--- config.mk ---
export PLATFORM = sky130hd
export DESIGN_NAME = tagcd_gcd_stage
export DESIGN_NICKNAME = d
export VERILOG_FILES = /design/src/rtl/tagcd_pkg.sv /design/src/rtl/tagcd_gcd_stage.sv
export SDC_FILE = /design/constraint.sdc
export NUM_CORES = 1
export LEC_CHECK = 0
export BUFFER_PORTS_ARGS = -buffer_cell sky130_fd_sc_hd__buf_2
export CAP_MARGIN = 20
export CORE_ASPECT_RATIO = 0.7
export CORE_MARGIN = 2
export CORE_UTILIZATION = 40
export DETAILED_ROUTE_END_ITERATION = 10
export GPL_TIMING_DRIVEN = 0
export REMOVE_ABC_BUFFERS = 1
export SLEW_MARGIN = 10
export SYNTH_ARGS = -nofsm -noshare
export SYNTH_HDL_FRONTEND = slang
export SYNTH_SLANG_ARGS = --single-unit
export TNS_END_PERCENT = 1
--- constraint.sdc ---
create_clock -name clock -period 7.25 [get_ports clock]
set_input_delay 0.725 -clock clock [delete_from_list [all_inputs] [get_ports clock]]
set_output_delay 0.725 -clock clock [all_outputs]
set_load 0.03 [all_outputs]
--- src/rtl/tagcd_pkg.sv ---
// ----------------------------------------------------------------------------
// tagcd_pkg
// shared widths, pipeline item types and the per-stage step functions
// ----------------------------------------------------------------------------
package tagcd_pkg;

   localparam int unsigned XW          = 17;
   localparam int unsigned YW          = 64;
   localparam int unsigned RW          = 63;
   localparam int unsigned KW          = 5;
   localparam int unsigned MOD_BITS    = 2;
   localparam int unsigned MOD_STAGES  = YW / MOD_BITS;
   localparam int unsigned GCD_STEPS   = 2;
   localparam int unsigned GCD_STAGES  = 17;
   localparam logic [XW-1:0] MAX_X     = 17'd65536;

   typedef struct packed {
      logic [XW-1:0] x;
      logic [YW-1:0] u;
      logic [XW-1:0] rem;
      logic          range_err;
   } mod_item_type;

   typedef struct packed {
      logic [XW-1:0] a;
      logic [XW-1:0] b;
      logic [KW-1:0] k;
      logic [RW-1:0] u;
      logic          x_zero;
      logic          range_err;
   } gcd_item_type;

   typedef struct packed {
      logic [RW-1:0] gcd_result;
      logic          range_error;
   } rsp_item_type;

   // one restoring step of u mod x
   function automatic logic [XW-1:0] mod_step(logic [XW-1:0] rem, logic nbit,
                                              logic [XW-1:0] x);
      logic [XW:0] t;
      t = {rem, nbit};
      if (t >= {1'b0, x}) begin
         t = t - {1'b0, x};
      end
      return t[XW-1:0];
   endfunction

   // one binary gcd step, holds once either operand is zero
   function automatic gcd_item_type gcd_step(gcd_item_type g);
      gcd_item_type r;
      r = g;
      if (g.a != '0 && g.b != '0) begin
         priority if (!g.a[0] && !g.b[0]) begin
            r.a = g.a >> 1;
            r.b = g.b >> 1;
            r.k = g.k + 1'b1;
         end else if (!g.a[0]) begin
            r.a = g.a >> 1;
         end else if (!g.b[0]) begin
            r.b = g.b >> 1;
         end else if (g.a >= g.b) begin
            r.a = (g.a - g.b) >> 1;
         end else begin
            r.b = (g.b - g.a) >> 1;
         end
      end
      return r;
   endfunction

endpackage

--- src/rtl/tagcd_gcd_stage.sv ---
// ----------------------------------------------------------------------------
// tagcd_gcd_stage
// one register stage of the binary gcd, GCD_STEPS steps per stage
// ----------------------------------------------------------------------------
module tagcd_gcd_stage
   import tagcd_pkg::*;
(
   input  logic         clock,
   input  logic         reset,
   input  logic         en,
   input  logic         in_valid,
   input  gcd_item_type in_item,
   output logic         out_valid,
   output gcd_item_type out_item
);

   logic         valid_ff;
   gcd_item_type item_ff;
   gcd_item_type item_in;

   always_comb begin
      item_in = in_item;
      for (int j = 0; j < GCD_STEPS; j++) begin
         item_in = gcd_step(item_in);
      end
   end

   always_ff @(posedge clock) begin
      if (reset) begin
         valid_ff <= 1'b0;
      end else if (en) begin
         valid_ff <= in_valid;
      end
   end

   always_ff @(posedge clock) begin
      if (en) begin
         item_ff <= item_in;
      end
   end

   assign out_valid = valid_ff;
   assign out_item  = item_ff;

endmodule

==> results of run 1 <==
flip-flops by register name, indices dropped and copies added (netlist names):
| register | flops |
|---|---|
| out_valid | 1 |
| out_item | 104 |
routing by layer:
metal / routed length (µm) / GRT usage / vias up
met1: 13500 / 0.393 / 3783
met2: 11300 / 0.333 / 451
li1: - / - / 3699
met5: 0 / 0 / -
met4: 159 / 0.0277 / 0
met3: 4050 / 0.111 / 25
layout by cell type, fill, tap and decap left out, drive strengths merged, types with 9 or more instances in the layout:
cell type  count
a211oi        10
a21o          20
a21oi         63
a22oi         37
a31oi         11
buf          217
clkbuf        10
edfxtp       104
ha            70
inv           88
nand2         56
nand3         18
nand4         11
nor2          54
nor2b          9
nor3          20
nor4           9
o21ai         41
o21bai        13
o22ai         39
xnor2         39
xor2          16
worst max path at each step:
stage / startpoint / endpoint / slack [ps] / cells past startpoint
3_5_place_dp: in_item[78] / out_item[85] / -700 / 24
4_1_cts: in_item[78] / out_item[85] / 120 / 27
5_1_grt: in_item[82] / out_item[80] / -20 / 24
2_1_floorplan: in_item[78] / out_item[85] / 1270 / 23
3_3_place_gp: in_item[78] / out_item[85] / -740 / 24
6_report: in_item[78] / out_item[75] / 220 / 25
synth_stat cells (16+ instances only):
cell type and n:
o21ai_0 37, ha_1 70, nand3_1 17, nand2_1 53, a21o_1 20, xnor2_1 39
inv_1 84, nor2_1 54, edfxtp_1 104, a21oi_1 62, o22ai_1 38, a22oi_1 37
clkbuf_1 18, xor2_1 16, nor3_1 19
layout make-up:
type,instances,share of cell area
inverters,87,0.0329
flip-flops and latches,105,0.316
repair buffers,217,0.113
diodes,1,0.000252
multi-input cells,653,0.474
clock buffers,10,0.0240
clock inverters,6,0.00516
well taps,276,0.0347
stage by stage:
step / setup WS, ps / TNS, ps / instance area, µm² / hold WS [ps] / cells
6_report: 219 / 0 / 9940 / 492 / 1355
5_1_grt: -23.4 / -32.9 / 9940 / 527 / 1354
4_1_cts: 120 / 0 / 9870 / 503 / 1350
3_5_place_dp: -701 / -15510 / 9570 / 485 / 1334
3_3_place_gp: -742 / -17290 / 9520 / 477 / 1332
2_1_floorplan: 1270 / 0 / 8110 / 630 / 844
repair_timing:
item | CTS | global route
hold endpoints to repair | 0 | 0
gates cloned | 0 | 1
setup buffers | 0 | 3
gates resized for setup | 4 | 9
pin swaps | 0 | 3
setup endpoints to repair | 31 | 32
cell families after synthesis:
kind of cell    synth area share
compound gates             0.252
simple gates               0.124
buf+inv                   0.0700
flops                      0.376
fa+ha+maj                  0.114
xor+xnor                  0.0576
mux                      0.00733
power groups by stage:
stage	combinational, mW	sequential, mW	clock, mW
global placement	0.990	0.784	0
global route	1.11	0.779	0.514
CTS	1.00	0.772	0.489
floorplan	0.540	0.933	0
finish	1.04	0.772	0.473
detailed placement	0.993	0.785	0
tightest hold or removal path: stages, from the launching register on:
cell,delay (ps)
dfxtp_1,320
mux2i_1,60
nor2_1,70
==> results.toml, run 1 <==
[global_route]
antenna_found_initial = 0
grt-ovfl-total = 0
grt_pass1_wl_um = 43100
grt_max_degree = 60
grt_usage = 0.255
first_global_vias = 7300

[power_and_ir_drop]
p_comb_frac = 0.454
p_switching_uw = 928
ir_drop_mv = 0.141
p_total_mw = 2.28
powerDensity_nw_per_um2 = 230
power.internal_mw = 1.35
switching_share = 0.407
pwr-share-seq = 0.338
p_leak_nw = 4.37
pwr-share-clk = 0.207

[hold_path]
hold_end = "out_valid"
hp-start = "out_valid"
hold_path_depth = 2
hold_path_class = "reg -> reg"

[placement]
numPortBuffers = 212
dpl.hpwl_um = 22900
gp_congestion = 0.994

[synth]
synthArstFlopShare = 0
synthCells = 891
synth_area_um2 = 8370
yosys.area.top_type = "edfxtp_1"
synthDistinctLibCells = 75
ys_seq_elements = 105
synth_top_area_share = 0.373
ys.flop_type = "edfxtp_1"
synth_enable_flop_cells = 104
syn_avg_cell_area_um2 = 9.39
synthTopCellsByArea = "edfxtp_1 37%, ha_1 10%, xnor2_1 4.1%"
yosysWarningCount = 0
yosysSeqAreaShare = 0.376

[floorplanning]
initial_utilization = 0.405
core_area_um2 = 20600
io_pins = 213
die_y_um = 125
die-width_um = 177
num_rows = 44
dieArea_um2 = 22100

[sta]
drv_slew = 0
period_share = 0.970
layout_min_cycle_time_ps = 7030
finClkSkew_ps = 0
hold_viol = 0
worst_slew_pin_slew_ps = 1080
slew_headroom = 0.276
rsz0062_at_grt = "yes"
setup_violations = 0
fmax_mhz = 142

[clock_network]
htree_levels = 3
hold_buffers = 0
root_buffer = "clkbuf_16"
clk_latency_ps = 340
cts-buffers-inserted = 9
cts.sinks = 105
clk_path_buf_depth = 2
cts_tree = "done"
clk_pin_slew_ps = 70

[routing]
detail-route-antenna-nets = 0
firstDrtPassIters = 6
drtIter0Drc = 1000
drc = 0
vias = 7958
wirelength_um = 29000
vias_per_cell = 5.87
post_drt_wl_per_cell_um = 21.4

[layout]
register_area_um2 = 3140
area_delta_synth_final_pct = 18.8
nFillCells = 2060
multi_input_area_um2 = 4710
drive_above_1_share = 0.245
final_nets = 1255
final_util = 0.481

[flow_run]
maxCapViolCount = 0

[critical_path]
cpPeakStageDelay_ps = 480
cp.arrival_ps = 7160
r2r_start = "out_valid"
endpoint_kind = "flop"
path_class = "in -> reg"
r2r_cells = 2
cpMostUsedCell = "a21oi_1"
cpMaxStageDelayCell = "ha_1"
required_ps = 7380
critPathMaxFanout = 13
critical_path.top_delay_family = "compound AO/OA/AOI/OAI gates"
cp_num_buf_inv = 3
start_kind = "input port"
r2r-end = "out_valid"
rrSetupSlack_ps = 6680

[outcome]
outcome = "complete, no violations"
(Power assumes the default switching activity.)
==> run 2, diff against run 1 <==
RECOVER_POWER = 50   (was default)
==> run 2 against run 1 <==
The flow now finishes with violations (capacitance limit, slew limit). Power fell by 0.34%. Cell count did not move. Worst hold slack improved by 5.4 ps. Global-route usage did not move. Register-to-register slack got worse by 40 ps. Final area fell by 0.60%. Combinational power barely moved. Non-clock buffer count did not move. Sequential share of layout area rose by 0.19 points. Wire length fell by 0.32%. Sequential cell count did not move. Critical path type unchanged. Largest cell class unchanged. Highest routed layer unchanged.
==> results.toml, run 2 (synthesized netlist as in run 1, its figures left out) <==
[outcome]
outcome = "complete, but fails checks"
violations = "capacitance limit, slew limit"

[floorplanning]
initial_utilization = 0.405
core_area_um2 = 20600
dieArea_um2 = 22100
io_pins = 213
die_y_um = 125
die-width_um = 177
num_rows = 44

[routing]
detail-route-antenna-nets = 0
drtIter0Drc = 958
met1_length_um = 13500
vias = 7952
post_drt_wl_per_cell_um = 21.4
vias_per_cell = 5.87
topRoutingLayerUsed = "met4"
wirelength_um = 28900
met3_length_um = 4020
routed-wl-met2_um = 11200
drc = 0
firstDrtPassIters = 6

[hold_path]
hold_end = "out_valid"
hp-start = "out_valid"
hold_path_depth = 2
hold_path_class = "reg -> reg"

[critical_path]
r2r-end = "out_valid"
endpoint_kind = "flop"
rrSetupSlack_ps = 6640
path_class = "in -> reg"
critPathMaxFanout = 13
start_kind = "input port"
required_ps = 7380
r2r_start = "out_valid"
r2r_cells = 2
cp.arrival_ps = 7160

[placement]
dp.cells = 1334
dp_slack_ps = -701
dpl.hpwl_um = 22900
numPortBuffers = 212
gp_congestion = 0.994

[layout]
final_nets = 1255
layout.cells.non_filler = 1355
largest_reg_flops = 104
drive_above_1_share = 0.202
area_delta_synth_final_pct = 18.0
final_common_cell = "buf_2"
final_cell_mix = "166 x buf_2, 104 x edfxtp_1, 84 x inv_1"

[power_and_ir_drop]
p_switching_uw = 927
switching_share = 0.408
powerDensity_nw_per_um2 = 230
ir_drop_mv = 0.141
power.internal_mw = 1.35
p_comb_frac = 0.452
p_leak_nw = 4.25
p_total_mw = 2.27
pwr-share-clk = 0.208
pwr-share-seq = 0.340

[sta]
fmax_mhz = 142
rsz0062_at_grt = "yes"
setup_violations = 0
worst_slew_pin_slew_ps = 2590
whs_ps = 498
layout_min_cycle_time_ps = 7030
finClkSkew_ps = 0
fin_setup_tns_ps = 0
period_share = 0.970
hold_viol = 0
slew_headroom = -0.726
fin_ws_ps = 221
drv_slew = 47

[clock_network]
clk_path_buf_depth = 2
clk_pin_slew_ps = 70
htree_levels = 3
root_buffer = "clkbuf_16"
cts_tree = "done"
cts.sinks = 105
cts-buffers-inserted = 9
hold_buffers = 0
clk_latency_ps = 340

[global_route]
grt-ovfl-total = 0
grt_usage = 0.255
antenna_found_initial = 0
grt_pass1_wl_um = 43100
first_global_vias = 7300
grt_max_degree = 60

[flow_run]
maxCapViolCount = 1
-- run 2: cell types whose count changed in the layout (fill, tap and decap cells not counted) --
| cell | before | now |
|---|---|---|
| buf_2 | 211 | 166 |
| buf_4 | 4 | 3 |
| clkbuf_1 | 0 | 46 |
-- run 2: worst max path at each step --
stage / startpoint / to / cells after the start
after CTS: in_item[78] / out_item[85] / 27
after global routing: in_item[82] / out_item[80] / 24
after global placement: in_item[78] / out_item[85] / 24
after floorplan: in_item[78] / out_item[85] / 23
final: in_item[77] / out_item[75] / 22
after detailed placement: in_item[78] / out_item[85] / 24
-- run 2: stage by stage --
stage	cell area, µm²	util
2_1_floorplan	8110	-
3_3_place_gp	9520	0.461
3_5_place_dp	9570	0.463
4_1_cts	9870	0.478
5_1_grt	9880	0.478
6_report	9880	0.479
-- run 2: power groups by stage --
stage	clock network [mW]	logic [mW]	registers (mW)
final	0.474	1.03	0.774
after CTS	0.489	1.00	0.772
after global routing	0.514	1.10	0.781
after detailed placement	0	0.993	0.785
after global placement	0	0.990	0.784
after floorplan	0	0.540	0.933
-- run 2: what timing repair did --
item / 4_1_cts / 5_1_grt
hold endpoints to repair: 0 / 0
setup buffers: 0 / 3
endpoints found under the setup margin: 31 / 32
cloned: 0 / 1
gates resized for setup: 4 / 9
pin swaps: 0 / 3
-- run 2: critical path, cell delays in order --
cell,delay [ps]
buf_2,140
inv_1,80
ha_1,510
nand2_2,160
nor3_2,350
a21bo_2,340
a21oi_1,580
nor4b_1,120
nor3_1,710
ha_1,460
and3_1,230
a211oi_1,400
o21bai_1,200
a21oi_1,260
o21bai_1,130
a21oi_1,170
o21ai_0,170
a31oi_2,390
nand2_1,200
nand2_1,120
nand2_2,250
a22oi_1,440
-- run 2: layout make-up --
cell class	instances	area (µm²)
diodes	1	2.50
clock buffers	10	239
clock inverters	6	51.3
fillers	2087	10800
inverters	87	327
multi-input cells	653	4710
flip-flops and latches	105	3140
well taps	276	345
repair buffers	217	1060
-- run 2: per-layer routing --
metal / GRT usage / up-vias
li1: - / 3707
met1: 0.393 / 3758
met2: 0.333 / 464
met3: 0.111 / 23
met4: 0.0277 / 0
met5: 0 / -
