### config.mk
export PLATFORM = sky130hd
export DESIGN_NAME = tagcd_mod_stage
export DESIGN_NICKNAME = d
export VERILOG_FILES = /design/src/rtl/tagcd_pkg.sv /design/src/rtl/tagcd_mod_stage.sv
export SDC_FILE = /design/constraint.sdc
export NUM_CORES = 1
export LEC_CHECK = 0
export BUFFER_PORTS_ARGS = -buffer_cell sky130_fd_sc_hd__buf_2
export CORE_ASPECT_RATIO = 0.7
export CORE_MARGIN = 2
export CORE_UTILIZATION = 40
export DETAILED_ROUTE_END_ITERATION = 8
export GPL_TIMING_DRIVEN = 0
export HOLD_SLACK_MARGIN = 0.02
export PLACE_DENSITY = 0.7
export SETUP_SLACK_MARGIN = 0.2
export SKIP_CTS_REPAIR_TIMING = 1
export SLEW_MARGIN = 10
export SYNTH_ARGS = -nofsm -noshare
export SYNTH_HDL_FRONTEND = slang
export SYNTH_SLANG_ARGS = --single-unit
### constraint.sdc
create_clock -name clock -period 7.58 [get_ports clock]
set_clock_uncertainty 0.1 [all_clocks]
set_input_delay 1.516 -clock clock [delete_from_list [all_inputs] [get_ports clock]]
set_output_delay 1.516 -clock clock [all_outputs]
set_load 0.005 [all_outputs]
### src/rtl/tagcd_pkg.sv
// ----------------------------------------------------------------------------
// tagcd_pkg
// shared widths, pipeline item types and the per-stage step functions
// ----------------------------------------------------------------------------
package tagcd_pkg;

   localparam int unsigned XW          = 17;
   localparam int unsigned YW          = 64;
   localparam int unsigned RW          = 63;
   localparam int unsigned KW          = 5;
   localparam int unsigned MOD_BITS    = 2;
   localparam int unsigned MOD_STAGES  = YW / MOD_BITS;
   localparam int unsigned GCD_STEPS   = 2;
   localparam int unsigned GCD_STAGES  = 17;
   localparam logic [XW-1:0] MAX_X     = 17'd65536;

   typedef struct packed {
      logic [XW-1:0] x;
      logic [YW-1:0] u;
      logic [XW-1:0] rem;
      logic          range_err;
   } mod_item_type;

   typedef struct packed {
      logic [XW-1:0] a;
      logic [XW-1:0] b;
      logic [KW-1:0] k;
      logic [RW-1:0] u;
      logic          x_zero;
      logic          range_err;
   } gcd_item_type;

   typedef struct packed {
      logic [RW-1:0] gcd_result;
      logic          range_error;
   } rsp_item_type;

   // one restoring step of u mod x
   function automatic logic [XW-1:0] mod_step(logic [XW-1:0] rem, logic nbit,
                                              logic [XW-1:0] x);
      logic [XW:0] t;
      t = {rem, nbit};
      if (t >= {1'b0, x}) begin
         t = t - {1'b0, x};
      end
      return t[XW-1:0];
   endfunction

   // one binary gcd step, holds once either operand is zero
   function automatic gcd_item_type gcd_step(gcd_item_type g);
      gcd_item_type r;
      r = g;
      if (g.a != '0 && g.b != '0) begin
         priority if (!g.a[0] && !g.b[0]) begin
            r.a = g.a >> 1;
            r.b = g.b >> 1;
            r.k = g.k + 1'b1;
         end else if (!g.a[0]) begin
            r.a = g.a >> 1;
         end else if (!g.b[0]) begin
            r.b = g.b >> 1;
         end else if (g.a >= g.b) begin
            r.a = (g.a - g.b) >> 1;
         end else begin
            r.b = (g.b - g.a) >> 1;
         end
      end
      return r;
   endfunction

endpackage

### src/rtl/tagcd_mod_stage.sv
// ----------------------------------------------------------------------------
// tagcd_mod_stage
// one register stage of the |y| mod x reduction, MOD_BITS bits per stage
// ----------------------------------------------------------------------------
module tagcd_mod_stage
   import tagcd_pkg::*;
#(
   parameter int unsigned STAGE = 0
) (
   input  logic         clock,
   input  logic         reset,
   input  logic         en,
   input  logic         in_valid,
   input  mod_item_type in_item,
   output logic         out_valid,
   output mod_item_type out_item
);

   logic         valid_ff;
   mod_item_type item_ff;
   mod_item_type item_in;

   always_comb begin
      item_in = in_item;
      for (int j = 0; j < MOD_BITS; j++) begin
         item_in.rem = mod_step(item_in.rem,
                                in_item.u[6'(YW - 1 - STAGE * MOD_BITS - j)],
                                in_item.x);
      end
   end

   always_ff @(posedge clock) begin
      if (reset) begin
         valid_ff <= 1'b0;
      end else if (en) begin
         valid_ff <= in_valid;
      end
   end

   always_ff @(posedge clock) begin
      if (en) begin
         item_ff <= item_in;
      end
   end

   assign out_valid = valid_ff;
   assign out_item  = item_ff;

endmodule

==> results of run 1 <==
[state kept, by name, indices dropped and copies added, names as in the netlist]
name	count
out_item	99
out_valid	1
[power by group through the flow]
stage          registers, mW  clock network (mW)  logic [mW]
2_1_floorplan          0.735                   0       0.295
3_3_place_gp           0.722                   0       0.481
3_5_place_dp           0.722                   0       0.489
4_1_cts                0.710               0.463       0.494
5_1_grt                0.717               0.481       0.546
6_report               0.710               0.445       0.492
[metrics by stage]
stage / hold slack [ns] / setup slack [ns] / utilization [%] / area [um2]
floorplan: 0.3850 / 1.589 / - / 5132
global placement: 0.3763 / 0.7018 / 50.91 / 6346
detailed placement: 0.3817 / 0.7109 / 51.09 / 6369
CTS: 0.4033 / 1.026 / 53.45 / 6663
global route: 0.4224 / 0.6753 / 53.45 / 6663
finish: 0.4030 / 0.9617 / 53.45 / 6663
[kinds of logic (layout without fill, tap and decap cells)]
logic type	after synthesis	after routing	synth area share, %
adder cells (fa/ha/maj)	36	36	9.069
XOR/XNOR	23	23	3.925
AND/OR/NAND/NOR	86	86	8.654
multiplexers	26	26	5.607
AO/OA/AOI/OAI	89	89	11.97
buffers and inverters	31	250	2.462
flip-flops	100	100	58.31
[worst max path at each step]
stage,to,slack (ns)
global placement,out_item[13],0.70
finish,out_item[13],0.96
CTS,out_item[13],1.03
floorplan,out_item[16],1.59
detailed placement,out_item[13],0.71
global route,out_item[13],0.68
[layout make-up]
class,instances,area share [%]
clock inverters,7,1.033
flip-flops and latches,100,44.92
well taps,162,3.042
inverters,26,1.465
multi-input cells,260,30.22
plain buffers,5,0.4319
clock buffers,9,3.380
repair buffers,203,15.51
[metal layers]
metal,track usage [%],routed length [um],vias to the layer above
li1,-,-,1927
met1,25.32,5790,1799
met2,27.07,5342,173
met3,6.803,1294,10
met4,3.108,90,0
met5,0,0,-
[cell usage in the layout (no fill, tap or decap), drive strengths merged, types with 3 or more instances in the layout]
| cell | count |
|---|---|
| a211oi | 7 |
| a21o | 7 |
| a21oi | 14 |
| a31oi | 3 |
| and2 | 5 |
| buf | 206 |
| clkbuf | 11 |
| clkinv | 3 |
| edfxtp | 99 |
| ha | 34 |
| inv | 29 |
| mux2 | 22 |
| mux2i | 4 |
| nand2 | 21 |
| nand2b | 3 |
| nand3 | 6 |
| nand4 | 6 |
| nor2 | 19 |
| nor2b | 4 |
| nor3 | 8 |
| o211ai | 3 |
| o21a | 8 |
| o21ai | 25 |
| o31ai | 4 |
| o41ai | 3 |
| or2 | 3 |
| or3 | 3 |
| xnor2 | 13 |
| xor2 | 10 |
[worst max-delay path, stage by stage]
cell,delay (ns)
buf_2,0.11
inv_1,0.06
ha_1,0.17
inv_1,0.06
fa_1,0.43
a211oi_2,0.29
o21a_1,0.21
o21a_1,0.21
o211ai_2,0.15
nand2_4,0.21
buf_2,0.27
mux2_2,0.38
ha_1,0.23
a211oi_1,0.26
o21a_1,0.17
and2_1,0.20
o221ai_1,0.19
o22ai_1,0.39
a21bo_2,0.20
o211ai_2,0.25
buf_6,0.26
mux2_1,0.35
==> summary.md, run 1 <==
| Metric | Value |
|---|---|
| Number of port buffers | `202` |
| Clock network power share | `27.0%` |
| Period utilization | `87.31%` |
| RSZ-0062 raised after global routing | `false` |
| Worst hold path class | `reg -> reg` |
| Pleak | `2.906 nW` |
| First-pass GRT wire length | `between 15000 and 20000 um` |
| Worst Hold Path EP | `out_valid` |
| R2R cell count | `2` |
| Pint | `1.159 mW` |
| Nets@finish | `744` |
| Final setup viols | `0` |
| Tightest Pin Transition | `0.7607 ns` |
| Synth top area share | `57.92%` |
| FF+latch area | `0.002993 mm2` |
| Total Routing Usage GR | `approximately 18%` |
| Max Freq | `151.1 MHz` |
| Worst-path fanout max | `10` |
| Final antenna-violating net count | `0` |
| Placed cells | `756` |
| Synth area leaders | `edfxtp_1 (58%), ha_1 (8.3%), mux2_2 (3.3%)` |
| GRT overflow | `0` |
| Worst VDD drop | `~0.00012 V` |
| Main synth FF type | `edfxtp_1` |
| Pins Over Slew Limit | `0` |
| CTS root buffer | `clkbuf_16` |
| Worst Setup SP | `in_item[81]` |
| DR vias | `3909` |
| Leading cell types by count after synthesis | `edfxtp_1 (99), ha_1 (34), inv_1 (26)` |
| Yosys top cell by area | `edfxtp_1` |
| Synth async-reset ratio | `0%` |
| Gate Count Post-Synth | `around 390` |
| Reg-to-reg endpoint | `out_valid` |
| Post-synth EDFFs | `99` |
| Hold Path Origin | `out_valid` |
| Synth Warn # | `0` |
| Critical Path Sink Type | `flip-flop` |
| Combinational share of power | `29.9%` |
| Worst Path Arrival | `~6.6 ns` |
| Final Wtd Congestion | `between 0.8 and 0.9` |
| Skew-Pair Late Insertion Delay | `0.34 ns` |
| Die Span Y | `approximately 99 um` |
| Synth Register Bits | `100` |
| Reg clk slew, reported paths | `0.07 ns` |
| Worst reg2reg path startpoint | `out_valid` |
| Ratio of cells with drive above 1 in the final layout | `40.82%` |
| Worst EP required | `approximately 7.6 ns` |
| Core Region | `between 0.01 and 0.015 mm2` |
| Multi-input combinational cell area | `roughly 0.0020 mm2` |
| Reg-to-reg slack, setup | `6.88 ns` |
| Initial DRT Pass Iterations | `5` |
| Num CTS Buffers | `9` |
| NetSw | `0.4864 mW` |
| Critical path launch point type | `primary input` |
| Status | `finished, final reports clean` |
| # diodes | `0` |
| Max-cap viol count | `0` |
| Sequential share of the synthesized area | `between 50% and 60%` |
| Clock Sinks | `100` |
| Setup TNS | `0 ns` |
| Vias in the first global route | `3832` |
| TritonCTS clock tree | `yes` |
| Final Non-Filler Cells | `772` |
| Pin count of the biggest net entering global routing | `58` |
| Critical path type | `in -> reg` |
| Initial Utilization | `41.18%` |
| # IOs | `203` |
| Syn nets | `530` |
| Mean area per synthesized cell | `13.13 um2` |
| Cell Rows | `34` |
| Yosys cell types | `56` |
| Clk buf depth | `2` |
| Final hold vios | `0` |
| 1st-iter DRT viols | `228` |
| Hold depth | `2` |
| DR WL/cell | `16.22 um` |
| FILL cells | `1126` |
| Die W | `139.4 um` |
| Initial antenna violation count | `0` |
| Overall power | `1.646 mW` |
| Routed wire length | `12520 um` |
| Slew HR | `49.28%` |
| Count leader, synth | `edfxtp_1` |
| Switching part of the total | `roughly 30%` |
| Dpl hpwl | `9939 um` |
| Max H-tree Level | `3` |
| Synthesized cell area | `approximately 0.005 mm2` |
| Min Tclk post-route | `around 6.6 ns` |
| Sequential Power Share | `43.1%` |
| Layout area overhead | `29.81%` |
| Full die area | `0.01377 mm2` |
| Via density | `5.063` |
| Power Density | `247.0 mW/mm2` |
| DRC | `0` |
Note: power is estimated with default switching activity, not from simulation.
==> inputs of run 2 (changes only) <==
--- a/config.mk
+++ b/config.mk
@@ -6,7 +6,6 @@
 export NUM_CORES = 1
 export LEC_CHECK = 0
 export BUFFER_PORTS_ARGS = -buffer_cell sky130_fd_sc_hd__buf_2
-export CORE_ASPECT_RATIO = 0.7
 export CORE_MARGIN = 2
 export CORE_UTILIZATION = 40
 export DETAILED_ROUTE_END_ITERATION = 8
==> run 2 against run 1 <==
Routed wire length up 2.8%. First-iteration DRC count decreased by 5.3%. Design area up 0.28%. Core utilization is 0.29 points lower. Sequential power hardly changed. Critical path depth did not move. Die area down 0.10%. Final cell count grew 1.3%. Combinational power decreased by 0.8%. Worst hold slack got worse by 0.011 ns. Count of clock-buffer cells in the layout unchanged. Largest cell class unchanged.
==> summary.md, run 2 (synthesis gave the netlist of run 1 again) <==
| Metric | Value |
|---|---|
| Worst reg2reg path startpoint | `out_valid` |
| First-pass GRT wire length | `~19000 um` |
| Switching part of the total | `29.33%` |
| Clock Sinks | `100` |
| NetSw | `0.4811 mW` |
| Vias in the first global route | `3784` |
| Hold depth | `2` |
| Pint | `around 1.2 mW` |
| Cell Rows | `41` |
| Period utilization | `85.95%` |
| Initial DRT Pass Iterations | `4` |
| Critical path type | `in -> reg` |
| Final hold vios | `0` |
| Critical path launch point type | `primary input` |
| Die W | `117.3 um` |
| Placement Cell Area | `about 0.0064 mm2` |
| Worst hold path class | `reg -> reg` |
| Hold Path Origin | `out_valid` |
| Num CTS Buffers | `9` |
| Core Region | `0.01257 mm2` |
| Worst EP required | `around 7.6 ns` |
| Pins Over Slew Limit | `0` |
| # IOs | `203` |
| Overall power | `~1.6 mW` |
| Max-cap viol count | `0` |
| Status | `finished, final reports clean` |
| Tightest Pin Transition | `between 0.5 and 0.6 ns` |
| DRC | `0` |
| Setup slack after layout | `1.065 ns` |
| DR WL/cell | `16.46 um` |
| Routed wire length | `about 13000 um` |
| GRT overflow | `0` |
| Dpl hpwl | `slightly above 10000 um` |
| Initial Utilization | `40.84%` |
| Max H-tree Level | `3` |
| Reg-to-reg slack, setup | `6.90 ns` |
| Commonest non-fill, non-tap cells in the layout | `buf_2 (203), edfxtp_1 (99), ha_1 (34)` |
| Skew-Pair Late Insertion Delay | `0.33 ns` |
| Commonest non-fill, non-tap cell in the layout | `buf_2` |
| Slew HR | `62.13%` |
| Setup TNS | `0 ns` |
| Pin count of the biggest net entering global routing | `69` |
| TritonCTS clock tree | `yes` |
| Initial antenna violation count | `1` |
| Layout area overhead | `30.18%` |
| Worst Hold Path EP | `out_valid` |
| RSZ-0062 raised after global routing | `false` |
| 1st-iter DRT viols | `216` |
| Worst-path fanout max | `10` |
| Nets@finish | `744` |
| Clk buf depth | `2` |
| Sequential Power Share | `43.2%` |
| Full die area | `0.01375 mm2` |
| Number of port buffers | `202` |
| Ratio of cells with drive above 1 in the final layout | `40.82%` |
| Max Freq | `around 150 MHz` |
| Pleak | `just under 3 nW` |
| FILL cells | `1073` |
| R2R cell count | `2` |
| Die Span Y | `117.3 um` |
| Via density | `slightly above 5` |
| Critical Path Sink Type | `flip-flop` |
| Final setup viols | `0` |
| Worst VDD drop | `~0.0001 V` |
| Clock network power share | `27.0%` |
| Total Routing Usage GR | `18.18%` |
| DP Worst Slack | `0.7320 ns` |
| DR vias | `3956` |
| # diodes | `0` |
| Final antenna-violating net count | `0` |
| Max FFs per register | `99` |
| Final Wtd Congestion | `0.8555` |
| Post-route design area | `0.006681 mm2` |
| Combinational share of power | `just under 30%` |
| Reg-to-reg endpoint | `out_valid` |
| Worst Path Arrival | `6.50 ns` |
| Min Tclk post-route | `6.515 ns` |
| Reg clk slew, reported paths | `~0.070 ns` |
| CTS root buffer | `clkbuf_16` |
| Power Density | `around 250 mW/mm2` |
## run 2: cell count changes in the layout (fill, tap and decap cells not counted), sizes merged
| cell | previous run | this run |
|---|---|---|
| clkinvlp | 1 | 0 |
| inv | 29 | 30 |
## run 2: layer usage
layer	up-vias	wire [um]	global-route usage, %
met5	-	7	0
met4	2	232	5.725
met3	18	1098	4.840
met2	154	6391	32.07
met1	1852	5140	21.63
li1	1930	-	-
## run 2: area by class of cell
type                            instances  area, um2  area share (%)
Clock buffer                            9      225.2           3.371
Multi-Input combinational cell        260       2013           30.13
Sequential cell                       100       2993           44.79
Inverter                               26      97.59           1.461
Tap cell                              172      215.2           3.221
Timing Repair Buffer                  203       1041           15.58
Clock inverter                          7      67.56           1.011
Buffer                                  5      28.78          0.4307
## run 2: power groups by stage
stage | registers, mW | clock network [mW] | logic, mW
2_1_floorplan | 0.735 | 0 | 0.295
3_3_place_gp | 0.723 | 0 | 0.479
3_5_place_dp | 0.723 | 0 | 0.487
4_1_cts | 0.711 | 0.463 | 0.492
5_1_grt | 0.717 | 0.481 | 0.544
6_report | 0.709 | 0.444 | 0.488
## run 2: worst max-delay path by stage
stage / start / end / slack [ns] / cells past startpoint
after global routing: in_item[81] / out_item[15] / 0.71 / 22
after CTS: in_item[81] / out_item[15] / 1.07 / 22
final: in_item[81] / out_item[15] / 1.06 / 22
after detailed placement: in_item[81] / out_item[13] / 0.73 / 22
after floorplan: in_item[81] / out_item[16] / 1.59 / 19
after global placement: in_item[81] / out_item[13] / 0.80 / 22
## run 2: critical path, stage by stage
cell	delay [ns]
buf_2	0.11
inv_1	0.05
ha_1	0.18
inv_1	0.06
fa_1	0.42
a211oi_2	0.30
o21a_1	0.20
o21a_1	0.19
o211ai_2	0.15
nand2_4	0.21
buf_2	0.26
mux2_2	0.38
ha_1	0.23
a211oi_1	0.27
o21a_1	0.17
and2_1	0.21
o221ai_1	0.17
o22ai_1	0.39
a21bo_2	0.21
o211ai_2	0.25
buf_6	0.25
mux2_1	0.31
## run 2: metrics by stage
stage / std cells / util [%] / hold slack [ns]
after floorplan: 391 / - / 0.3850
after global placement: 765 / 50.59 / 0.3697
after detailed placement: 766 / 50.83 / 0.3827
after CTS: 782 / 53.16 / 0.3999
after global routing: 782 / 53.16 / 0.4335
final: 782 / 53.16 / 0.3923
